===== config.mk =====
export PLATFORM = sky130hd
export DESIGN_NAME = bounded_deque
export DESIGN_NICKNAME = d
export VERILOG_FILES = /design/src/sv/bd_pkg.sv /design/src/sv/bd_front.sv /design/src/sv/bd_back.sv /design/src/sv/bd_outq.sv /design/src/sv/bounded_deque.sv
export SDC_FILE = /design/constraint.sdc
export NUM_CORES = 1
export LEC_CHECK = 0
export ABC_CLOCK_PERIOD_IN_PS = 4900
export BUFFER_PORTS_ARGS = -buffer_cell sky130_fd_sc_hd__buf_2
export CAP_MARGIN = 15
export CORE_MARGIN = 1
export CORE_UTILIZATION = 55
export DETAILED_ROUTE_END_ITERATION = 12
export GPL_TIMING_DRIVEN = 0
export PLACE_DENSITY = 0.72
export SYNTH_ARGS = -nofsm -noshare
export SYNTH_HDL_FRONTEND = slang
export SYNTH_SLANG_ARGS = --single-unit

===== constraint.sdc =====
create_clock -name clk -period 4.9 [get_ports clk]
set_clock_uncertainty 0.05 [all_clocks]
set_input_delay 0.98 -clock clk [delete_from_list [all_inputs] [get_ports clk]]
set_output_delay 0.98 -clock clk [all_outputs]
set_load 0.02 [all_outputs]

===== src/sv/bd_pkg.sv =====
// Shared types, sizes and helpers for the bounded deque.
package bd_pkg;

    localparam int DEPTH = 16;
    localparam int IDX_W = (DEPTH > 1) ? $clog2(DEPTH) : 1;
    localparam int CNT_W = $clog2(DEPTH + 1);

    localparam logic [CNT_W-1:0] FILL_MAX = CNT_W'(DEPTH);
    localparam logic [CNT_W:0]   DEPTH_X  = (CNT_W + 1)'(DEPTH);
    localparam logic [IDX_W-1:0] LAST_IDX = IDX_W'(DEPTH - 1);

    // command queue between front and back
    localparam int CQ_DEPTH = 2;
    localparam int CQ_PTR_W = (CQ_DEPTH > 1) ? $clog2(CQ_DEPTH) : 1;
    localparam int CQ_CNT_W = $clog2(CQ_DEPTH + 1);

    // result queue at the output
    localparam int OQ_DEPTH = 4;
    localparam int OQ_PTR_W = (OQ_DEPTH > 1) ? $clog2(OQ_DEPTH) : 1;
    localparam int OQ_CNT_W = $clog2(OQ_DEPTH + 1);

    typedef enum logic [2:0] {
        OP_INS_FRONT = 3'd0,
        OP_INS_BACK  = 3'd1,
        OP_DEL_FRONT = 3'd2,
        OP_DEL_BACK  = 3'd3,
        OP_DUMP      = 3'd4
    } op_t;

    typedef enum logic [1:0] {
        ST_OK    = 2'd0,
        ST_EMPTY = 2'd1,
        ST_FULL  = 2'd2
    } status_t;

    typedef struct packed {
        op_t                op;
        logic signed [31:0] value;
    } cmd_t;

    typedef struct packed {
        status_t            status;
        logic signed [31:0] element;
        logic               last;
    } result_t;

    // ring position of a sum below 2*DEPTH
    function automatic logic [IDX_W-1:0] ring_wrap(input logic [CNT_W:0] s);
        logic [CNT_W:0] t;
        t = (s >= DEPTH_X) ? (s - DEPTH_X) : s;
        return t[IDX_W-1:0];
    endfunction

endpackage


===== src/sv/bd_front.sv =====
// Front end: accepts words, drops undefined ops, queues commands for the back end.
module bd_front import bd_pkg::*;
(
    input  logic               clk,
    input  logic               rst_n,
    input  logic               push,
    output logic               full,
    input  logic [2:0]         op,
    input  logic signed [31:0] value,
    output logic               cmd_valid,
    output cmd_t               cmd,
    input  logic               cmd_pop
);

    cmd_t                cq_mem [CQ_DEPTH];
    logic [CQ_PTR_W-1:0] wr_ptr_reg, wr_ptr_next;
    logic [CQ_PTR_W-1:0] rd_ptr_reg, rd_ptr_next;
    logic [CQ_CNT_W-1:0] count_reg, count_next;
    logic                accept;
    logic                enq;

    localparam logic [CQ_CNT_W-1:0] CQ_FULL = CQ_CNT_W'(CQ_DEPTH);
    localparam logic [CQ_PTR_W-1:0] CQ_LAST = CQ_PTR_W'(CQ_DEPTH - 1);

    assign full      = (count_reg == CQ_FULL);
    assign accept    = push && !full;
    assign enq       = accept && (op <= OP_DUMP);  // codes past dump are dropped
    assign cmd_valid = (count_reg != '0);
    assign cmd       = cq_mem[rd_ptr_reg];

    always_comb
    begin
        wr_ptr_next = wr_ptr_reg;
        rd_ptr_next = rd_ptr_reg;
        count_next  = count_reg;
        if (enq)
        begin
            wr_ptr_next = (wr_ptr_reg == CQ_LAST) ? '0 : wr_ptr_reg + CQ_PTR_W'(1);
        end
        if (cmd_pop)
        begin
            rd_ptr_next = (rd_ptr_reg == CQ_LAST) ? '0 : rd_ptr_reg + CQ_PTR_W'(1);
        end
        if (enq && !cmd_pop)
        begin
            count_next = count_reg + CQ_CNT_W'(1);
        end
        else if (!enq && cmd_pop)
        begin
            count_next = count_reg - CQ_CNT_W'(1);
        end
    end

    always_ff @(posedge clk or negedge rst_n)
    begin
        if (!rst_n)
        begin
            wr_ptr_reg <= '0;
            rd_ptr_reg <= '0;
            count_reg  <= '0;
        end
        else
        begin
            wr_ptr_reg <= wr_ptr_next;
            rd_ptr_reg <= rd_ptr_next;
            count_reg  <= count_next;
        end
    end

    always_ff @(posedge clk)
    begin
        if (enq)
        begin
            cq_mem[wr_ptr_reg] <= '{op: op_t'(op), value: value};
        end
    end

endmodule


===== src/sv/bd_back.sv =====
// Back end: deque state, ring store and dump sequencer.
module bd_back import bd_pkg::*;
(
    input  logic                clk,
    input  logic                rst_n,
    input  logic                cmd_valid,
    input  cmd_t                cmd,
    output logic                cmd_pop,
    input  logic [OQ_CNT_W-1:0] oq_count,
    output logic                res_push,
    output result_t             res
);

    typedef enum logic {S_IDLE, S_DUMP} state_t;

    localparam logic [OQ_CNT_W:0] OQ_SLOTS = (OQ_CNT_W + 1)'(OQ_DEPTH);

    state_t             state_reg, state_next;
    logic [IDX_W-1:0]   front_reg, front_next;
    logic [CNT_W-1:0]   fill_reg, fill_next;
    logic [CNT_W-1:0]   dcnt_reg, dcnt_next;
    logic               resb_valid_reg, resb_valid_next;
    status_t            resb_status_reg, resb_status_next;
    logic               resb_last_reg, resb_last_next;
    logic               resb_mem_reg, resb_mem_next;

    logic signed [31:0] mem [DEPTH];
    logic signed [31:0] rd_data_reg;
    logic               wr_en;
    logic [IDX_W-1:0]   wr_addr;
    logic [IDX_W-1:0]   rd_addr;
    logic [CNT_W:0]     front_x;
    logic [CNT_W-1:0]   dcnt_inc;
    logic               room;
    logic               is_full;
    logic               is_empty;

    // one slot kept for the word already in the result stage
    assign room     = (({1'b0, oq_count} + (OQ_CNT_W + 1)'(resb_valid_reg)) < OQ_SLOTS);
    assign is_full  = (fill_reg == FILL_MAX);
    assign is_empty = (fill_reg == '0);
    assign front_x  = (CNT_W + 1)'(front_reg);
    assign dcnt_inc = dcnt_reg + CNT_W'(1);
    assign rd_addr  = ring_wrap(front_x + {1'b0, dcnt_reg});
    assign cmd_pop  = (state_reg == S_IDLE) && cmd_valid && room;

    always_comb
    begin
        state_next       = state_reg;
        front_next       = front_reg;
        fill_next        = fill_reg;
        dcnt_next        = dcnt_reg;
        resb_valid_next  = 1'b0;
        resb_status_next = ST_OK;
        resb_last_next   = 1'b1;
        resb_mem_next    = 1'b0;
        wr_en            = 1'b0;
        wr_addr          = ring_wrap(front_x + {1'b0, fill_reg});

        unique case (state_reg)
            S_IDLE:
            begin
                if (cmd_pop)
                begin
                    unique case (cmd.op)
                        OP_INS_FRONT:
                        begin
                            resb_valid_next = 1'b1;
                            if (is_full)
                            begin
                                resb_status_next = ST_FULL;
                            end
                            else
                            begin
                                front_next = (front_reg == '0) ? LAST_IDX
                                                               : front_reg - IDX_W'(1);
                                wr_addr    = front_next;
                                wr_en      = 1'b1;
                                fill_next  = fill_reg + CNT_W'(1);
                            end
                        end
                        OP_INS_BACK:
                        begin
                            resb_valid_next = 1'b1;
                            if (is_full)
                            begin
                                resb_status_next = ST_FULL;
                            end
                            else
                            begin
                                wr_en     = 1'b1;
                                fill_next = fill_reg + CNT_W'(1);
                            end
                        end
                        OP_DEL_FRONT:
                        begin
                            resb_valid_next = 1'b1;
                            if (is_empty)
                            begin
                                resb_status_next = ST_EMPTY;
                            end
                            else
                            begin
                                front_next = ring_wrap(front_x + (CNT_W + 1)'(1));
                                fill_next  = fill_reg - CNT_W'(1);
                            end
                        end
                        OP_DEL_BACK:
                        begin
                            resb_valid_next = 1'b1;
                            if (is_empty)
                            begin
                                resb_status_next = ST_EMPTY;
                            end
                            else
                            begin
                                fill_next = fill_reg - CNT_W'(1);
                            end
                        end
                        OP_DUMP:
                        begin
                            if (is_empty)
                            begin
                                resb_valid_next  = 1'b1;
                                resb_status_next = ST_EMPTY;
                            end
                            else
                            begin
                                state_next = S_DUMP;
                                dcnt_next  = '0;
                            end
                        end
                        default:
                        begin
                        end
                    endcase
                end
            end
            S_DUMP:
            begin
                // read issued now, data lands with the result stage
                if (room)
                begin
                    resb_valid_next = 1'b1;
                    resb_mem_next   = 1'b1;
                    resb_last_next  = (dcnt_inc == fill_reg);
                    dcnt_next       = dcnt_inc;
                    if (dcnt_inc == fill_reg)
                    begin
                        state_next = S_IDLE;
                    end
                end
            end
            default:
            begin
                state_next = S_IDLE;
            end
        endcase
    end

    always_ff @(posedge clk or negedge rst_n)
    begin
        if (!rst_n)
        begin
            state_reg       <= S_IDLE;
            front_reg       <= '0;
            fill_reg        <= '0;
            dcnt_reg        <= '0;
            resb_valid_reg  <= 1'b0;
            resb_status_reg <= ST_OK;
            resb_last_reg   <= 1'b0;
            resb_mem_reg    <= 1'b0;
        end
        else
        begin
            state_reg       <= state_next;
            front_reg       <= front_next;
            fill_reg        <= fill_next;
            dcnt_reg        <= dcnt_next;
            resb_valid_reg  <= resb_valid_next;
            resb_status_reg <= resb_status_next;
            resb_last_reg   <= resb_last_next;
            resb_mem_reg    <= resb_mem_next;
        end
    end

    always_ff @(posedge clk)
    begin
        if (wr_en)
        begin
            mem[wr_addr] <= cmd.value;
        end
        rd_data_reg <= mem[rd_addr];
    end

    assign res_push    = resb_valid_reg;
    assign res.status  = resb_status_reg;
    assign res.element = resb_mem_reg ? rd_data_reg : '0;
    assign res.last    = resb_last_reg;

endmodule


===== src/sv/bd_outq.sv =====
// Result queue: holds finished words until the consumer pops them.
module bd_outq import bd_pkg::*;
(
    input  logic                clk,
    input  logic                rst_n,
    input  logic                res_push,
    input  result_t             res,
    input  logic                pop,
    output logic                empty,
    output result_t             head,
    output logic [OQ_CNT_W-1:0] count
);

    localparam logic [OQ_PTR_W-1:0] OQ_LAST = OQ_PTR_W'(OQ_DEPTH - 1);

    result_t             oq_mem [OQ_DEPTH];
    logic [OQ_PTR_W-1:0] wr_ptr_reg, wr_ptr_next;
    logic [OQ_PTR_W-1:0] rd_ptr_reg, rd_ptr_next;
    logic [OQ_CNT_W-1:0] count_reg, count_next;
    logic                deq;

    assign empty = (count_reg == '0);
    assign deq   = pop && !empty;
    assign head  = oq_mem[rd_ptr_reg];
    assign count = count_reg;

    // back end only pushes when a slot is reserved
    always_comb
    begin
        wr_ptr_next = wr_ptr_reg;
        rd_ptr_next = rd_ptr_reg;
        count_next  = count_reg;
        if (res_push)
        begin
            wr_ptr_next = (wr_ptr_reg == OQ_LAST) ? '0 : wr_ptr_reg + OQ_PTR_W'(1);
        end
        if (deq)
        begin
            rd_ptr_next = (rd_ptr_reg == OQ_LAST) ? '0 : rd_ptr_reg + OQ_PTR_W'(1);
        end
        if (res_push && !deq)
        begin
            count_next = count_reg + OQ_CNT_W'(1);
        end
        else if (!res_push && deq)
        begin
            count_next = count_reg - OQ_CNT_W'(1);
        end
    end

    always_ff @(posedge clk or negedge rst_n)
    begin
        if (!rst_n)
        begin
            wr_ptr_reg <= '0;
            rd_ptr_reg <= '0;
            count_reg  <= '0;
        end
        else
        begin
            wr_ptr_reg <= wr_ptr_next;
            rd_ptr_reg <= rd_ptr_next;
            count_reg  <= count_next;
        end
    end

    always_ff @(posedge clk)
    begin
        if (res_push)
        begin
            oq_mem[wr_ptr_reg] <= res;
        end
    end

endmodule


===== src/sv/bounded_deque.sv =====
// Bounded double-ended queue of signed 32-bit words: top level.
// A result passes the command queue, the back end's result stage and the result queue;
//   the back end takes the next insert or delete while earlier results are in flight.
// A dump holds the back end and reads one stored element per cycle while the result
//   queue has room, as the store has a single read port; an empty dump gives one result.
// Reset clears queue pointers, fill count and the dump sequencer; store contents stay.
module bounded_deque import bd_pkg::*;
(
    input  logic               clk,
    input  logic               rst_n,
    // command side
    input  logic               push,
    output logic               full,
    input  logic [2:0]         op,
    input  logic signed [31:0] value,
    // result side
    output logic               empty,
    input  logic               pop,
    output logic [1:0]         status,
    output logic signed [31:0] element,
    output logic               last
);

    // front -> back command queue head
    logic                cmd_valid;
    cmd_t                cmd;
    logic                cmd_pop;

    // back -> result queue
    logic                res_push;
    result_t             res;
    logic [OQ_CNT_W-1:0] oq_count;
    result_t             head;

    // Front end: takes a word whenever its two-entry queue has room, and
    // silently drops undefined op codes so they produce no result.
    bd_front u_front
    (
        .clk       (clk),
        .rst_n     (rst_n),
        .push      (push),
        .full      (full),
        .op        (op),
        .value     (value),
        .cmd_valid (cmd_valid),
        .cmd       (cmd),
        .cmd_pop   (cmd_pop)
    );

    // Back end: owns front index, fill count and the ring store. It only
    // starts work when the result queue has a free slot, counting the word
    // already in its result stage, so nothing is ever lost downstream.
    bd_back u_back
    (
        .clk      (clk),
        .rst_n    (rst_n),
        .cmd_valid(cmd_valid),
        .cmd      (cmd),
        .cmd_pop  (cmd_pop),
        .oq_count (oq_count),
        .res_push (res_push),
        .res      (res)
    );

    // Result queue: decouples the consumer's pop from the back end.
    bd_outq u_outq
    (
        .clk      (clk),
        .rst_n    (rst_n),
        .res_push (res_push),
        .res      (res),
        .pop      (pop),
        .empty    (empty),
        .head     (head),
        .count    (oq_count)
    );

    assign status  = head.status;
    assign element = head.element;
    assign last    = head.last;

endmodule


==> metrics.cfg <==
[run_status]
status = finished clean

[yosys]
synth_seq_cells = 785
synth_area_mm2 = 0.0301
async_reset_ff_frac = 0.0395
synth_edf_count = 722
yosysWarningCount = 0
synth_nets = 1489
syn_area_per_cell_um2 = 21.1
postSynthCellCount = 1427
ys.flop_type = edfxtp_1
synth_top_cell_by_area = edfxtp_1
synth_area_leaders = edfxtp_1 (72%), mux4_2 (12%), dfrtp_1 (2.6%), dfxtp_1 (2.1%), mux2_2 (1.3%)
synth.yosys.seq_area_share = 0.767
synth_top_cell_area_share = 0.720
synth.distinct_cells = 53

[layout]
area_growth_pct = 14.5
multi_input_area_mm2 = 0.00678
reg_top3 = u_back.mem x512, u_outq.oq_mem x140, u_front.cq_mem x70
largest_reg_flops = 512
diodes = 0
drive_gt1_frac = 0.287
utilization = 0.639
nNetsFinal = 1667
regMostFlops = u_back.mem
regArea_mm2 = 0.0231
nFillCells = 3502

[job]
maxCapViolations = 0

[die]
die_y_um = 236
die_area_mm2 = 0.0557
start_util = 0.559
coreArea_mm2 = 0.0539
row_count = 85
ios = 76
die_w_um = 236

[sta]
setup_tns_ns = 0
max_slew_margin = 0.277
worstMarginPinSlew_ns = 1.08
timing.final.crit_share = 0.734
setup_viol = 0
maxSlewViolCount = 0
final-hold-violation-count = 0
period_minus_slack_ns = 3.60
rsz0062_at_grt = false
max_freq_mhz = 278

[setup_path]
startpoint_type = flop
cp_max_fo = 11
critPathCaptureType = flop
critical_path_arrival_ns = 3.95
worstPathRequired_ns = 5.26
worst-setup-path-type = flop to flop

[clock_network]
cts_inserted_buffers = 79
cts_resized = 0
postCtsHoldBufs = 0
cts_setup_buffers = 0
clockBufferDepth = 3
cts.sinks = 785
h-tree-depth = 3
clk_latency_ns = 0.62
cts_root_buf = clkbuf_16
cts.clk_slew.worst_paths_ns = 0.06
tritoncts = yes

[drt]
wl_um = 61900
drc = 0
wl_per_cell_um = 26.2
via_count = 14317
avgViaCountPerCell = 6.07
first_pass_iters = 5
drt_iter0_drc = 1239
drtAntennaViolNets = 0

[global_routing]
antenna_found_initial = 4
grt_first_pass_wirelength_um = 92600
grt_max_degree = 32
track_usage = 0.229
grt_pass1_vias = 14958
grt_overflow = 0

[pwr]
seqPwrFrac = 0.349
p_clk_frac = 0.224
irDropWorstVdd_v = 0.000476
powerDensity_mw_per_mm2 = 744
p_sw_w = 0.00935
total_leakage_power_nw = 11.4
power_w = 0.0257
swShare = 0.364
cell_internal_pwr_w = 0.0163
comb_power_share = 0.427

[place]
dp_hpwl_um = 38800
gp_congestion = 0.773
port_buffers = 75

[hold_path]
hold_path_class = input pin to asynchronous set/reset pin

-- final cells by class --
cell class | count | area share
Clock inverter | 36 | 0.00791
Clock buffer | 103 | 0.0636
Sequential cell | 785 | 0.670
Buffer | 69 | 0.00915
Timing Repair Buffer | 97 | 0.0258
Multi-Input combinational cell | 558 | 0.197
Tap cell | 696 | 0.0253
Inverter | 15 | 0.00163
-- worst max-delay path: stages, from the launching register on --
cell and delay [ns]:
dfrtp_1 0.54, ha_1 0.24, inv_1 0.06, fa_1 0.52
buf_2 0.40, clkbuf_1 0.72, mux4_2 0.41, mux2i_1 0.19
o211ai_1 0.25
-- stage by stage --
| step | cell area (um2) | instances | hold slack (ns) | setup slack, ns |
|---|---|---|---|---|
| floorplan | 30100 | 1427 | 0.405 | 1.29 |
| detailed placement | 32000 | 2220 | 0.428 | 1.40 |
| CTS | 34500 | 2359 | 0.388 | 1.25 |
| finish | 34500 | 2359 | 0.388 | 1.30 |
| global route | 34500 | 2359 | 0.422 | 1.18 |
| global placement | 31400 | 2198 | 0.425 | -0.499 |
-- layout by cell type, fill, tap and decap left out, types with 13 or more instances in the layout --
cell type and count:
dfrtp_1 31, mux4_2 163, buf_2 108, ha_1 19, nand3_1 69, edfxtp_1 722, clkbuf_1 48, nor2_1 14
and2_1 35, o211ai_1 33, clkbuf_16 83, mux2_2 36, dfxtp_1 32, mux2i_1 38, inv_1 15, clkinv_2 14
nor2_4 13, xor2_1 16, xnor2_1 14
-- power by group through the flow --
stage	sequential (W)	combinational, W	clock, W
floorplan	0.00894	0.00751	0
global placement	0.00909	0.0105	0
detailed placement	0.00909	0.0109	0
CTS	0.00896	0.0110	0.00582
global route	0.00902	0.0117	0.00609
finish	0.00896	0.0110	0.00575
-- synth_stat cells, types with 12 or more instances --
cell	instances
and2_1	40
buf_2	33
clkbuf_1	32
dfrtp_1	31
dfxtp_1	32
edfxtp_1	722
ha_1	19
inv_1	15
mux2_2	36
mux2i_1	38
mux4_2	163
nand2_1	12
nand3_1	69
nor2_1	27
o211ai_1	33
o21ai_0	12
xnor2_1	14
xor2_1	16
-- final timing paths --
kind | start | endpoint | slack, ns | cells after the start
max | u_back.front_reg[0] | u_back.rd_data_reg[26] | 1.30 | 8
min | rst_n | u_back.dcnt_reg[4] | 0.39 | 1
max reg2reg | u_back.front_reg[0] | u_back.rd_data_reg[26] | 1.30 | 8
min reg2reg | u_front.count_reg[1] | u_front.count_reg[1] | 0.45 | 1
max in group asynchronous | rst_n | u_outq.wr_ptr_reg[1] | 3.93 | 1
min in group clk | u_front.count_reg[1] | u_front.count_reg[1] | 0.45 | 1
-- routing by layer --
metal,wire length [um],vias to the layer above,global-route usage
met4,1760,2,0.0751
met5,13,-,0
met2,30400,509,0.371
met3,4510,114,0.0522
li1,-,6204,-
met1,25200,7488,0.309
-- cell families after synthesis --
| kind of cell | Yosys count | synth area share |
|---|---|---|
| multiplexers | 238 | 0.148 |
| buffers and inverters | 84 | 0.0123 |
| XOR/XNOR | 31 | 0.00926 |
| adder cells (fa/ha/maj) | 23 | 0.0106 |
| AO/OA/AOI/OAI | 83 | 0.0198 |
| AND/OR/NAND/NOR | 183 | 0.0327 |
| flip-flops | 785 | 0.767 |
Power figures use the tool's default switching activity.
